## src/hdl/cle_pkg.sv

```systemverilog
// ----------------------------------------------------------------------------
// cle_pkg
// Shared types, constants and helper functions for the character LCD text
// and cursor engine.
// ----------------------------------------------------------------------------
package cle_pkg;

  localparam int unsigned COL_W     = 6;
  localparam int unsigned ROW_W     = 2;
  localparam int unsigned ROWS_W    = 3;
  localparam int unsigned PADDR_W   = 3;
  localparam int unsigned PDATA_W   = 32;
  localparam int unsigned FIFO_DEPTH = 4;
  localparam int unsigned FIFO_PTR_W = 2;
  localparam int unsigned FIFO_CNT_W = 3;

  localparam logic [2:0] OP_PUT_CHAR   = 3'd0;
  localparam logic [2:0] OP_SET_CURSOR = 3'd1;
  localparam logic [2:0] OP_CLEAR      = 3'd2;
  localparam logic [2:0] OP_HOME       = 3'd3;
  localparam logic [2:0] OP_DISPLAY    = 3'd4;

  localparam logic REG_COLUMN_COUNT = 1'b0;
  localparam logic REG_ROW_COUNT    = 1'b1;

  localparam logic [COL_W-1:0]  COLUMN_COUNT_RESET = 6'd16;
  localparam logic [ROWS_W-1:0] ROW_COUNT_RESET    = 3'd2;
  localparam logic [ROWS_W-1:0] ROWS_MAX           = 3'd4;

  localparam logic [7:0] CMD_CLEAR     = 8'h01;
  localparam logic [7:0] CMD_HOME      = 8'h02;
  localparam logic [7:0] CMD_DISPLAY   = 8'h08;
  localparam logic [7:0] CMD_SET_DDRAM = 8'h80;
  localparam logic [7:0] CHAR_NEWLINE  = 8'h0A;
  localparam logic [COL_W-1:0] COL_LAST = 6'd63;

  localparam logic RS_COMMAND = 1'b0;
  localparam logic RS_DATA    = 1'b1;

  typedef struct packed {
    logic [2:0]       opcode;
    logic [7:0]       char_code;
    logic [COL_W-1:0] target_col;
    logic [ROW_W-1:0] target_row;
    logic             display_on;
    logic             cursor_on;
    logic             blink_on;
  } req_t;

  typedef struct packed {
    logic       reg_select;
    logic [7:0] bus_byte;
    logic       last_word;
  } rsp_t;

  typedef struct packed {
    logic       valid;
    logic [1:0] count;
    rsp_t       word0;
    rsp_t       word1;
  } push_t;

  typedef struct packed {
    logic [ROW_W-1:0] row;
    logic [7:0]       cmd;
  } move_t;

  function automatic logic [6:0] row_base(input logic [ROW_W-1:0] row);
    logic [6:0] base;
    unique case (row)
      2'd0:    base = 7'h00;
      2'd1:    base = 7'h40;
      2'd2:    base = 7'h14;
      default: base = 7'h54;
    endcase
    return base;
  endfunction

  function automatic logic [ROWS_W-1:0] rows_effective(input logic [ROWS_W-1:0] rows);
    logic [ROWS_W-1:0] r;
    if (rows == '0) begin
      r = 3'd1;
    end else if (rows > ROWS_MAX) begin
      r = ROWS_MAX;
    end else begin
      r = rows;
    end
    return r;
  endfunction

  function automatic move_t ddram_move(input logic [COL_W-1:0]  col,
                                       input logic [ROWS_W-1:0] row,
                                       input logic [ROWS_W-1:0] rows_eff);
    move_t             m;
    logic [ROWS_W-1:0] r;
    r = (row >= rows_eff) ? rows_eff - 3'd1 : row;
    m.row = r[ROW_W-1:0];
    m.cmd = CMD_SET_DDRAM | ({2'b00, col} + {1'b0, row_base(r[ROW_W-1:0])});
    return m;
  endfunction

endpackage

```

## src/hdl/cle_cfg_regs.sv

```systemverilog
// ----------------------------------------------------------------------------
// cle_cfg_regs
// APB register file holding the display geometry.
// ----------------------------------------------------------------------------
module cle_cfg_regs (
  input  logic                        clk,
  input  logic                        rst,
  input  logic                        psel,
  input  logic                        penable,
  input  logic                        pwrite,
  input  logic [cle_pkg::PADDR_W-1:0] paddr,
  input  logic [cle_pkg::PDATA_W-1:0] pwdata,
  output logic [cle_pkg::PDATA_W-1:0] prdata,
  output logic                        pready,
  output logic [cle_pkg::COL_W-1:0]   column_count,
  output logic [cle_pkg::ROWS_W-1:0]  row_count
);
  import cle_pkg::*;

  logic write_en;
  logic reg_index;

  assign pready    = 1'b1;
  assign reg_index = paddr[2];
  assign write_en  = psel && penable && pwrite;

  always_ff @(posedge clk) begin
    if (rst) begin
      column_count <= COLUMN_COUNT_RESET;
      row_count    <= ROW_COUNT_RESET;
    end else if (write_en) begin
      unique case (reg_index)
        REG_COLUMN_COUNT: column_count <= pwdata[COL_W-1:0];
        REG_ROW_COUNT:    row_count    <= pwdata[ROWS_W-1:0];
        default:          ;
      endcase
    end
  end

  always_comb begin
    prdata = '0;
    unique case (reg_index)
      REG_COLUMN_COUNT: prdata[COL_W-1:0]  = column_count;
      REG_ROW_COUNT:    prdata[ROWS_W-1:0] = row_count;
      default:          prdata = '0;
    endcase
  end

endmodule

```

## src/hdl/cle_engine.sv

```systemverilog
// ----------------------------------------------------------------------------
// cle_engine
// Input register, cursor state and bus word generation for one command.
// ----------------------------------------------------------------------------
module cle_engine (
  input  logic                       clk,
  input  logic                       rst,
  input  logic                       req_valid,
  output logic                       req_ready,
  input  cle_pkg::req_t              req_data,
  input  logic [cle_pkg::COL_W-1:0]  column_count,
  input  logic [cle_pkg::ROWS_W-1:0] row_count,
  input  logic                       can_push,
  output cle_pkg::push_t             push
);
  import cle_pkg::*;

  logic              hold_valid;
  req_t              hold_data;
  logic [COL_W-1:0]  cursor_col;
  logic [ROW_W-1:0]  cursor_row;
  logic [COL_W-1:0]  cursor_col_next;
  logic [ROW_W-1:0]  cursor_row_next;
  logic              fire;
  logic [ROWS_W-1:0] rows_eff;
  logic [ROWS_W-1:0] row_down;
  logic [COL_W-1:0]  col_inc;
  move_t             move_down;
  move_t             move_target;

  assign fire      = hold_valid && can_push;
  assign req_ready = !hold_valid || can_push;
  assign rows_eff  = rows_effective(row_count);
  assign row_down  = {1'b0, cursor_row} + 3'd1;
  assign col_inc   = (cursor_col == COL_LAST) ? COL_LAST : cursor_col + 6'd1;
  assign move_down = ddram_move('0, row_down, rows_eff);
  assign move_target = ddram_move(hold_data.target_col, {1'b0, hold_data.target_row},
                                  rows_eff);

  always_comb begin
    cursor_col_next = cursor_col;
    cursor_row_next = cursor_row;
    push.valid      = fire;
    push.count      = 2'd0;
    push.word0      = '{reg_select: RS_COMMAND, bus_byte: 8'h00, last_word: 1'b1};
    push.word1      = '{reg_select: RS_DATA, bus_byte: hold_data.char_code,
                        last_word: 1'b1};
    unique case (hold_data.opcode)
      OP_PUT_CHAR: begin
        if (hold_data.char_code == CHAR_NEWLINE) begin
          push.count          = 2'd1;
          push.word0.bus_byte = move_down.cmd;
          cursor_col_next     = '0;
          cursor_row_next     = move_down.row;
        end else if (cursor_col >= column_count) begin
          push.count           = 2'd2;
          push.word0.bus_byte  = move_down.cmd;
          push.word0.last_word = 1'b0;
          cursor_col_next      = 6'd1;
          cursor_row_next      = move_down.row;
        end else begin
          push.count            = 2'd1;
          push.word0.reg_select = RS_DATA;
          push.word0.bus_byte   = hold_data.char_code;
          cursor_col_next       = col_inc;
        end
      end
      OP_SET_CURSOR: begin
        push.count          = 2'd1;
        push.word0.bus_byte = move_target.cmd;
        cursor_col_next     = hold_data.target_col;
        cursor_row_next     = move_target.row;
      end
      OP_CLEAR: begin
        push.count          = 2'd1;
        push.word0.bus_byte = CMD_CLEAR;
        cursor_col_next     = '0;
        cursor_row_next     = '0;
      end
      OP_HOME: begin
        push.count          = 2'd1;
        push.word0.bus_byte = CMD_HOME;
        cursor_col_next     = '0;
        cursor_row_next     = '0;
      end
      OP_DISPLAY: begin
        push.count          = 2'd1;
        push.word0.bus_byte = CMD_DISPLAY | {5'd0, hold_data.display_on,
                                             hold_data.cursor_on, hold_data.blink_on};
      end
      default: ;
    endcase
  end

  always_ff @(posedge clk) begin
    if (rst) begin
      hold_valid <= 1'b0;
      cursor_col <= '0;
      cursor_row <= '0;
    end else begin
      if (req_ready) begin
        hold_valid <= req_valid;
      end
      if (fire) begin
        cursor_col <= cursor_col_next;
        cursor_row <= cursor_row_next;
      end
    end
  end

  always_ff @(posedge clk) begin
    if (req_valid && req_ready) begin
      hold_data <= req_data;
    end
  end

`ifndef SYNTHESIS
  a_clear_home_zero: assert property (@(posedge clk) disable iff (rst)
    fire && (hold_data.opcode == OP_CLEAR || hold_data.opcode == OP_HOME)
    |=> cursor_col == '0 && cursor_row == '0)
    else $error("cursor not reset by clear or home");

  a_hold_waits: assert property (@(posedge clk) disable iff (rst)
    hold_valid && !can_push |=> hold_valid && $stable(hold_data))
    else $error("held command lost while output queue full");
`endif

endmodule

```

## src/hdl/cle_out_fifo.sv

```systemverilog
// ----------------------------------------------------------------------------
// cle_out_fifo
// Four-entry queue of bus words, taking up to two words per cycle while it
// has two free entries and giving one per cycle while rsp_ready is high.
// ----------------------------------------------------------------------------
module cle_out_fifo (
  input  logic           clk,
  input  logic           rst,
  input  cle_pkg::push_t push,
  output logic           can_push,
  output logic           rsp_valid,
  input  logic           rsp_ready,
  output cle_pkg::rsp_t  rsp_data
);
  import cle_pkg::*;

  rsp_t                  entries [FIFO_DEPTH];
  logic [FIFO_PTR_W-1:0] wptr;
  logic [FIFO_PTR_W-1:0] rptr;
  logic [FIFO_CNT_W-1:0] count;
  logic [FIFO_CNT_W-1:0] push_n;
  logic                  pop;

  assign can_push  = count <= 3'd2;
  assign rsp_valid = count != '0;
  assign rsp_data  = entries[rptr];
  assign pop       = rsp_valid && rsp_ready;
  assign push_n    = push.valid ? {1'b0, push.count} : 3'd0;

  always_ff @(posedge clk) begin
    if (rst) begin
      wptr  <= '0;
      rptr  <= '0;
      count <= '0;
    end else begin
      wptr  <= wptr + push_n[FIFO_PTR_W-1:0];
      rptr  <= rptr + {1'b0, pop};
      count <= count + push_n - {2'b00, pop};
    end
  end

  always_ff @(posedge clk) begin
    if (push.valid && push.count != 2'd0) begin
      entries[wptr] <= push.word0;
    end
    if (push.valid && push.count == 2'd2) begin
      entries[wptr + 2'd1] <= push.word1;
    end
  end

`ifndef SYNTHESIS
  a_no_overflow: assert property (@(posedge clk) disable iff (rst)
    push.valid |-> count <= 3'd2)
    else $error("push into queue without room");

  a_count_range: assert property (@(posedge clk) disable iff (rst)
    count <= 3'd4)
    else $error("queue count out of range");

  a_pair_marking: assert property (@(posedge clk) disable iff (rst)
    push.valid && push.count == 2'd2 |-> !push.word0.last_word && push.word1.last_word)
    else $error("two-word transaction marked wrongly");
`endif

endmodule

```

## src/hdl/char_lcd_text_cursor_engine.sv

```systemverilog
// ----------------------------------------------------------------------------
// char_lcd_text_cursor_engine
// Turns text and cursor commands into HD44780 bus words.
//
//   channel  direction  handshake             payload
//   req      in         req_valid/req_ready   cle_pkg::req_t
//   rsp      out        rsp_valid/rsp_ready   cle_pkg::rsp_t
//   apb      in         psel/penable/pready   column_count, row_count
//
// A command is registered in a hold register; its words are built from it
// combinationally and written into a four-entry output queue, whose head
// drives the port. A command gives zero, one or two words; the one-word
// output port sets the rate at one word per cycle while rsp_ready is high;
// a wrapped character gives two words. A queue with under two free entries
// stalls the input. Reset clears the cursor and queue and restores geometry.
// ----------------------------------------------------------------------------
module char_lcd_text_cursor_engine (
  input  logic                        clk,
  input  logic                        rst,
  input  logic                        req_valid,
  output logic                        req_ready,
  input  cle_pkg::req_t               req_data,
  output logic                        rsp_valid,
  input  logic                        rsp_ready,
  output cle_pkg::rsp_t               rsp_data,
  input  logic                        psel,
  input  logic                        penable,
  input  logic                        pwrite,
  input  logic [cle_pkg::PADDR_W-1:0] paddr,
  input  logic [cle_pkg::PDATA_W-1:0] pwdata,
  output logic [cle_pkg::PDATA_W-1:0] prdata,
  output logic                        pready
);
  import cle_pkg::*;

  logic [COL_W-1:0]  column_count;
  logic [ROWS_W-1:0] row_count;
  logic              can_push;
  push_t             push;

  cle_cfg_regs u_cfg_regs (
    .clk          (clk),
    .rst          (rst),
    .psel         (psel),
    .penable      (penable),
    .pwrite       (pwrite),
    .paddr        (paddr),
    .pwdata       (pwdata),
    .prdata       (prdata),
    .pready       (pready),
    .column_count (column_count),
    .row_count    (row_count)
  );

  cle_engine u_engine (
    .clk          (clk),
    .rst          (rst),
    .req_valid    (req_valid),
    .req_ready    (req_ready),
    .req_data     (req_data),
    .column_count (column_count),
    .row_count    (row_count),
    .can_push     (can_push),
    .push         (push)
  );

  cle_out_fifo u_out_fifo (
    .clk       (clk),
    .rst       (rst),
    .push      (push),
    .can_push  (can_push),
    .rsp_valid (rsp_valid),
    .rsp_ready (rsp_ready),
    .rsp_data  (rsp_data)
  );

endmodule
```

## config.mk

```make
export PLATFORM = sky130hd
export DESIGN_NAME = char_lcd_text_cursor_engine
export DESIGN_NICKNAME = d
export VERILOG_FILES = /design/src/hdl/cle_pkg.sv /design/src/hdl/cle_cfg_regs.sv /design/src/hdl/cle_engine.sv /design/src/hdl/cle_out_fifo.sv /design/src/hdl/char_lcd_text_cursor_engine.sv
export SDC_FILE = /design/constraint.sdc
export NUM_CORES = 1
export LEC_CHECK = 0
export CAP_MARGIN = 30
export CORE_UTILIZATION = 45
export CTS_CLUSTER_SIZE = 12
export DETAILED_ROUTE_END_ITERATION = 12
export DONT_BUFFER_PORTS = 1
export HOLD_SLACK_MARGIN = 0.08
export PLACE_DENSITY_LB_ADDON = 0.12
export RECOVER_POWER = 25
export SLEW_MARGIN = 20
export SYNTH_ARGS = -nofsm -noshare
export SYNTH_HDL_FRONTEND = slang
export SYNTH_SLANG_ARGS = --single-unit
export TNS_END_PERCENT = 5
```

## constraint.sdc

```tcl
create_clock -name clk -period 2.75 [get_ports clk]
set_input_delay 0.1375 -clock clk [delete_from_list [all_inputs] [get_ports clk]]
set_output_delay 0.1375 -clock clk [all_outputs]
set_load 0.03 [all_outputs]
```

-- Yosys cells after proc, flatten, opt, wreduce, memory -nomap -nowiden
Memories as Yosys holds them, arrays and structs flattened. A register that Yosys moved wholly into a read port is not among the register bits.
Cells that the tools add are included.
- bits in writable memories: 40
- register bits after elaboration: 47
- memories: 1
- logic and storage cells: 97
- order comparisons: 5
- reduce and logical (&&, ||, !) cells: 22
- eq/ne operators: 12
- $add $sub $neg: 9
- bitwise operators: 1
- multiplexer cells: 32
- memories (name ; depth ; bits a word ; read ports ; clocked after Yosys merged registers in ; write ports ; line ; RTL):
    u_out_fifo.entries ; 4 ; 10 ; 1 ; 1 ; 2 ; cle_out_fifo.sv:17 ; rsp_t entries [FIFO_DEPTH];
- operator list (operator ; number):
    one-hot mux 7 bit (3 select lines) ; 2
    one-hot mux 8 bit (5 select lines) ; 1
    two-way mux 6 bit ; 3
    one-hot mux 6 bit (3 select lines) ; 1
    two-way mux 2 bit ; 8
    two-way mux 8 bit ; 2
    two-way mux 1 bit ; 9
    two-way mux 3 bit ; 3
    == test 8 x 4 -> 1 bit (second input constant) ; 1
    adder 6 x 7 -> 7 bit ; 1
    logical AND 1 bit ; 7
    adder 6 x 1 -> 6 bit (second input constant) ; 1
    == test 2 bit (second input constant) ; 3
    == test 3 x 2 -> 1 bit (second input constant) ; 2
    == test 6 bit (second input constant) ; 1
    greater-or-equal comparator 6 bit ; 1
    logical NOT 3 bit ; 2
    one-hot mux 2 bit (3 select lines) ; 1
    one-hot mux 3 bit (2 select lines) ; 1
    AND reduction 2 bit ; 3
    nonzero test 3 bit ; 2
    == test 2 x 1 -> 1 bit (second input constant) ; 2
    logical NOT 2 bit ; 2
    one-hot mux 2 bit (2 select lines) ; 1
    other kinds (21) ; 21

-- Longest topological paths before layout
Gate-level depths: netlist (run 1).
- word-level depth: 10
- gate-level depth with buffers: 14
- mapped depth without buffers: 13

-- Cells and area by module
Synthesis (run 1) repeated with hierarchy kept, for this count alone.
- cells, all modules: 415
- area total of the unflattened synthesis: 5063.6 µm²
- modules (own cells, without submodules) (module ; area an instance (µm²) ; seq. area each (µm²) ; cells an instance ; times used):
    cle_out_fifo ; 2363.5 ; 1341.3 ; 150 ; 1
    cle_engine ; 2029.4 ; 840.8 ; 191 ; 1
    cle_cfg_regs ; 670.6 ; 180.2 ; 74 ; 1

-- Worst setup path before layout (run 1)
No wires, ideal clock.
- path type: flip-flop to flip-flop
- start: register u_engine.cursor_col[0]
- end: register u_out_fifo.count[2]
- arrival: 2691 ps
- clock period less this slack: 2818 ps
- library setup time: 128 ps
- buffers on the path: 1
- required time: 2622 ps
- path slack: -68 ps
- cell stages (with the launch flop): 13
- cell sequence: dfxtp_1 > inv_1 > ha_1 > nand2b_1 > a211oi_1 > o22a_2 > or3_1 > buf_2 > ha_1 > fa_1 > xnor2_1 > xnor2_1 > nor2_1
- longest elaborated chain between the ends: 7
- RTL lines (what ; line ; RTL):
    start: declaration ; cle_engine.sv:20 ; logic [COL_W-1:0] cursor_col;
    start signal: assignment ; cle_engine.sv:105 ; cursor_col <= cursor_col_next;
    greater-or-equal comparator 6 bit ; cle_engine.sv:55 ; end else if (cursor_col >= column_count) begin
    two-way mux 2 bit ; cle_engine.sv:55 ;
    two-way mux 2 bit ; cle_engine.sv:50 ; if (hold_data.char_code == CHAR_NEWLINE) begin
    one-hot mux 2 bit (2 select lines) ; cle_engine.sv:48 ; unique case (hold_data.opcode)
    two-way mux 2 bit ; cle_out_fifo.sv:28 ; assign push_n = push.valid ? {1'b0, push.count} : 3'd0;
    adder 3 bit ; cle_out_fifo.sv:38 ; count <= count + push_n - {2'b00, pop};
    subtractor 3 x 1 -> 3 bit ; cle_out_fifo.sv:38 ;
    end signal: assignment ; cle_out_fifo.sv:38 ;
    end: declaration ; cle_out_fifo.sv:20 ; logic [FIFO_CNT_W-1:0] count;
No other way between the ends.
A chain may end at the register's enable or synchronous reset.

==> results of run 1 <==
cells in the mapped netlist (all sizes together) (8+ instances only):
cell type,number,share of area [%]
a21oi,15,1.6
a22o,16,2.9
buf,30,4.7
clkbuf,12,0.95
dfxtp,33,14
edfxtp,54,34
ha,21,5.5
inv,17,1.3
mux2i,9,1.9
mux4,10,4.7
nand2,25,2.3
nor2,42,3.4
nor2b,8,1.1
o21ai,21,2.4
xnor2,9,1.7
metal layers:
metal	wire length, um	GRT usage [%]	vias up	share of wire (%)
met3	357	4.367	14	3.3
met1	4665	25.16	1687	43
met4	150	7.143	0	1.4
met5	0	0	-	0
met2	5677	36.09	74	52
li1	-	-	1675	-
state kept, by name, summed over array words and instances (netlist names):
name,count
u_cfg_regs.row_count,3
u_cfg_regs.column_count,6
u_engine.hold_data,14
u_out_fifo.wptr,2
u_out_fifo.entries,40
u_out_fifo.count,3
u_engine.push,8
u_engine.hold_valid,1
u_out_fifo.rptr,2
u_engine.cursor_col,6
u_engine.cursor_row,2
worst paths after layout:
kind,cells past startpoint,endpoint,slack [ns],start
worst max-delay path,13,u_out_fifo.entries[3][7],-0.02,u_cfg_regs.row_count[0]
worst min-delay path,2,u_engine.hold_data[3],0.32,req_valid
worst max register to register,13,u_out_fifo.entries[3][7],-0.02,u_cfg_regs.row_count[0]
worst min register to register,1,u_out_fifo.entries[3][9],0.47,u_out_fifo.entries[3][9]
worst register-to-register path: stages (launching register included):
cell and delay [ns]:
dfxtp_2 0.34, inv_2 0.05, a21oi_4 0.15, ha_1 0.24
nand2b_4 0.13, a31o_1 0.19, mux2_4 0.35, ha_4 0.19
ha_4 0.17, a21oi_2 0.14, nor2b_2 0.06, xnor2_2 0.17
a32oi_1 0.23, o31ai_1 0.12
per-stage QoR:
step | hold slack (ns) | instance area [sq um] | util, % | std cells
2_1_floorplan | 0.2091 | 4862 | - | 449
4_1_cts | -0.1770 | 5766 | 56.10 | 638
5_1_grt | 0.3319 | 5872 | 57.13 | 639
6_report | 0.3212 | 5872 | 57.13 | 639
3_3_place_gp | 0.2074 | 5054 | 49.17 | 582
3_5_place_dp | 0.2105 | 5054 | 49.17 | 582
cell families (layout without fill, tap and decap cells):
| group | after synthesis | after routing | share of synthesized area, % |
|---|---|---|---|
| muxes | 24 | 24 | 7.820 |
| other | 2 | 27 | 0.1580 |
| buffers and inverters | 59 | 113 | 7.003 |
| AOI/OAI and AO/OA | 105 | 105 | 16.38 |
| and+or+nand+nor | 115 | 115 | 12.82 |
| adders and majority gates | 22 | 22 | 5.950 |
| DFF | 87 | 87 | 48.03 |
| xor gates and xnor gates | 10 | 10 | 1.843 |
timing repair:
| action | 4_1_cts | 5_1_grt |
|---|---|---|
| cloned | 0 | 0 |
| endpoints found under the hold margin | 47 | 6 |
| gates resized for setup | 17 | 20 |
| pin swaps | 9 | 5 |
| hold buffers | 41 | 1 |
| setup endpoints to repair | 12 | 19 |
final cells by class:
type / instances / area (sq um) / share of cell area [%]
clock inverters: 5 / 83.83 / 1.428
clock buffers: 10 / 127.6 / 2.173
multi-input cells: 303 / 2427 / 41.34
repair buffers: 81 / 713.2 / 12.15
inverters: 17 / 63.81 / 1.087
well taps: 136 / 170.2 / 2.898
flip-flops and latches: 87 / 2286 / 38.93
power breakdown:
group          internal, uW  switching [uW]  leakage (uW)  total (uW)
Sequential             1510             123      0.000785        1630
Combinational           475             579       0.00136        1050
Clock                   508             451     0.0000986         959
==> qor.yml, run 1 <==
power:
  power_uw: 3644
  p_leak_uw: 0.002244
  p_per_area_nw_per_um2: 620.6
  max-vdd-ir-drop_mv: 0.3603
critical_path:
  path_buf_inv: 1
  endpoint_kind: "flip-flop"
  cpMostUsedCell: "ha_4"
  worstPathMaxFanout: 4
  critPathTopFamily: "compound AO/OA/AOI/OAI gates"
  max_stage_delay_ns: 0.35
  arrival_ns: 2.88
  required_ns: 2.86
  crit_type: "flip-flop to flip-flop"
  worstSetupStartpointType: "flip-flop"
  path_cells: "inv_2 > a21oi_4 > ha_1 > nand2b_4 > a31o_1 > mux2_4 > ha_4 > ha_4 > a21oi_2 > nor2b_2 > xnor2_2 > a32oi_1 > o31ai_1"
  cp_slowest_cell: "mux2_4"
logic_synthesis:
  synth_area_sq_um: 4752
  synthCells: 424
  ys_types: 60
  async_flop_share_pct: 0
  avgSynthCellArea_sq_um: 11.21
  ys_ff_latch: 87
  yosysWarnings: 0
  synth-edff-count: 54
  ys.flop_type: "edfxtp_1"
  ys_seq_area_share_pct: 48.03
grt:
  globalRouteTotalUtil_pct: 20.64
  grt_pass1_wl_um: 17310
  grt_pass1_vias: 3493
  grt_max_degree: 26
  grt.overflow.total: 0
  antenna_found_initial: 0
cts:
  clk_latency_ns: 0.36
  path_clk_slew_ns: 0.08
  cts-root-buf: "clkbuf_8"
  numCtsBuffers: 9
  cts_setup_buffers: 0
  cts_tree: "done"
  htree_levels: 3
  clock-sinks: 87
  clockBufferDepth: 2
finish:
  final_common_cell: "edfxtp_1"
  nNetsFinal: 585
  n_antenna_cell: 0
  layout-drive-gt1-share_pct: 22.66
  final_cell_mix: "edfxtp_1, dlygate4sd3_1, nor2_1"
  syn2layout_area_growth_pct: 23.56
  n_fill_cell: 915
outcome:
  failed_checks: "setup timing"
  outcome: "finished with violations"
sta:
  setup_slack_ns: -0.02031
  hold_viol_final: 0
  skew_ns: 0.005805
  tns_ns: -0.03959
  final-max-slew-violation-count: 0
  rsz0062_at_grt: "yes"
  setup_viol: 4
  maxSlewHeadroom_pct: 37.91
  min_period_over_period_pct: 100.7
  fin_crit_ns: 2.770
  max_freq_ghz: 0.3610
  worst_pin_slew_ns: 0.9215
detailed_routing:
  drtIter0Drc: 81
  ant_nets: 0
  first_pass_iters: 4
  wire_per_inst_um: 16.98
  route.detailed.drc: 0
  wl_um: 10850
  viasPerCell: 5.399
  routed-via-count: 3450
die:
  fp-row-count: 37
  dieArea_sq_um: 10970
  io_pins: 109
  die_w_um: 104.8
  fp.dieH_um: 104.8
  start_util_pct: 46.24
  core_region_area_sq_um: 10280
placed_design:
  place_worst_setup_slack_ns: -0.1597
  gp_congestion: 0.8336
  dp_hpwl_um: 7728
  io_buffers: 0
flow_run:
  maxCapViolations: 0
hold_path:
  holdCritPathClass: "input port to flip-flop"
Power figures use the tool's default switching activity.
==> run 2, diff against run 1 <==
--- a/config.mk
+++ b/config.mk
@@ -13,6 +13,7 @@
 export HOLD_SLACK_MARGIN = 0.08
 export PLACE_DENSITY_LB_ADDON = 0.12
 export RECOVER_POWER = 25
+export SETUP_SLACK_MARGIN = 0.2
 export SLEW_MARGIN = 20
 export SYNTH_ARGS = -nofsm -noshare
 export SYNTH_HDL_FRONTEND = slang
==> qor.yml, run 2 (same netlist as run 1, synthesis figures left out) <==
hold_path:
  worstHoldStart: "paddr[2]"
  hold_end: "u_cfg_regs.row_count[1]"
  hold_depth: 2  # unchanged
  holdCritPathClass: "input port to flip-flop"
finish:
  syn2layout_area_growth_pct: 17.69
  layout-drive-gt1-share_pct: 20.75  # -1.9 points
  final_cell_mix: "edfxtp_1, nor2_1, dlygate4sd3_1"
  final_common_cell: "edfxtp_1"
  nNetsFinal: 563  # -3.8%
  regMostFlops: "u_out_fifo.entries"
  largest_reg_flops: 40  # unchanged
  n_antenna_cell: 0  # unchanged
sta:
  worst_pin_slew_ns: 0.9386  # +0.01708 ns
  holdWs_ns: 0.1157  # -0.2055 ns
  rsz0062_at_grt: "yes"
  min_period_over_period_pct: 99.61  # -1.1 points
  hold_viol_final: 0  # unchanged
  setup_viol: 0  # -4
  skew_ns: 0.01308  # +0.007274 ns
  fin_crit_ns: 2.739  # -0.03116 ns
  setup_slack_ns: 0.01085  # +0.03116 ns
  maxSlewHeadroom_pct: 36.76  # -1.2 points
  final-max-slew-violation-count: 0  # unchanged
  max_freq_ghz: 0.3651  # +1.1%
critical_path:
  crit_start: "u_cfg_regs.row_count[0]"
  arrival_ns: 2.85  # -0.03 ns
  worstSetupStartpointType: "flip-flop"
  worstPathMaxFanout: 4  # unchanged
  required_ns: 2.86  # about the same
  endpoint_kind: "flip-flop"
  reg2reg_slack_ns: 0.01  # +0.03 ns
  reg2reg_from: "u_cfg_regs.row_count[0]"
  rr_endpoint: "u_out_fifo.entries[1][6]"
  crit_type: "flip-flop to flip-flop"
  r2r_cells: 11  # -2
die:
  fp-row-count: 37  # unchanged
  fp.dieH_um: 104.8  # unchanged
  core_region_area_sq_um: 10280  # unchanged
  io_pins: 109  # unchanged
  die_w_um: 104.8  # unchanged
  dieArea_sq_um: 10970  # unchanged
  start_util_pct: 46.24  # unchanged
cts:
  htree_levels: 3  # unchanged
  cts-root-buf: "clkbuf_8"
  clockBufferDepth: 2  # unchanged
  path_clk_slew_ns: 0.09  # about the same
  clk_latency_ns: 0.36  # about the same
  clock-sinks: 87  # unchanged
  cts_tree: "done"
  numCtsBuffers: 9  # unchanged
grt:
  grt_pass1_vias: 3414  # -2.3%
  antenna_found_initial: 0  # unchanged
  grt_max_degree: 26  # unchanged
  grt_pass1_wl_um: 17590  # +1.6%
  globalRouteTotalUtil_pct: 20.88  # +0.24 points
  grt.overflow.total: 0  # unchanged
detailed_routing:
  ant_nets: 0  # unchanged
  wl_um: 10810  # -0.37%
  wire_per_inst_um: 17.49  # +3.0%
  drtIter0Drc: 120  # +48%
  first_pass_iters: 4  # unchanged
  route.detailed.drc: 0  # unchanged
  viasPerCell: 5.451  # +0.97%
  routed-via-count: 3369  # -2.3%
power:
  p_per_area_nw_per_um2: 622.9  # +0.38%
  p_leak_uw: 0.002094  # -6.7%
  power_uw: 3484  # -4.4%
  max-vdd-ir-drop_mv: 0.2577  # -28%
placed_design:
  gp_congestion: 0.8090  # -3.0%
  place_worst_setup_slack_ns: -0.01440  # +0.1453 ns
  io_buffers: 0  # unchanged
  dp_hpwl_um: 7649  # -1.0%
outcome:
  outcome: "completed"
flow_run:
  maxCapViolations: 0  # unchanged
-- run 2: cell count changes in the layout (fill, tap and decap cells not counted), moves of 3 or more --
cell           before  now
o21ai_2             2    5
dlygate4sd3_1      42   30
buf_4              37   27
clkbuf_1            2    5
-- run 2: routing by layer --
| metal | GRT usage, % | share of wire (%) | vias up |
|---|---|---|---|
| met3 | 2.558 | 3.4 | 17 |
| met4 | 9.256 | 1.8 | 0 |
| met1 | 26.09 | 43 | 1638 |
| met5 | 0 | 0 | - |
| li1 | - | - | 1634 |
| met2 | 36.23 | 52 | 80 |
-- run 2: cell type report --
| cell class | instances | area [sq um] |
|---|---|---|
| clock inverters | 4 | 46.29 |
| fillers | 944 | 4684 |
| well taps | 136 | 170.2 |
| inverters | 17 | 63.81 |
| flip-flops and latches | 87 | 2287 |
| clock buffers | 12 | 135.1 |
| multi-input cells | 303 | 2380 |
| repair buffers | 59 | 510.5 |
-- run 2: power breakdown --
part,internal [uW],switching [uW]
clock,417,439
combinational,426,560
sequential,1510,133
-- run 2: worst max path at each step --
| stage | to | slack [ns] | cells after the start |
|---|---|---|---|
| 6_report | u_out_fifo.entries[1][6] | 0.01 | 11 |
| 2_1_floorplan | u_out_fifo.entries[2][7] | 0.15 | 13 |
| 5_1_grt | u_out_fifo.entries[1][6] | -0.11 | 10 |
| 3_3_place_gp | u_out_fifo.entries[0][6] | 0.02 | 10 |
| 3_5_place_dp | u_out_fifo.entries[0][7] | -0.01 | 12 |
| 4_1_cts | u_out_fifo.entries[0][5] | -0.01 | 13 |
-- run 2: per-stage QoR --
step	cells	area (sq um)	TNS, ns	utilization [%]
after floorplan	449	4912	0	-
after global placement	569	5002	0	48.67
after detailed placement	569	5002	-0.03465	48.67
after CTS	615	5507	-0.01508	53.58
after global routing	618	5593	-0.8172	54.42
final	618	5593	0	54.42
-- run 2: critical path: stages, from the launching register on --
cell and delay (ns):
dfxtp_2 0.34, inv_2 0.03, a21oi_2 0.13, ha_1 0.24, nand2b_4 0.13, a31o_1 0.19
mux2_4 0.35, ha_4 0.31, a31oi_2 0.08, xnor2_1 0.16, a22o_1 0.27, a22o_1 0.24
-- run 2: repair_timing --
item	4_1_cts	5_1_grt
setup endpoints to repair	18	40
resized for setup	7	19
buffers inserted	0	2
hold endpoints to repair	47	0
hold buffers	30	0
pin swaps	7	12
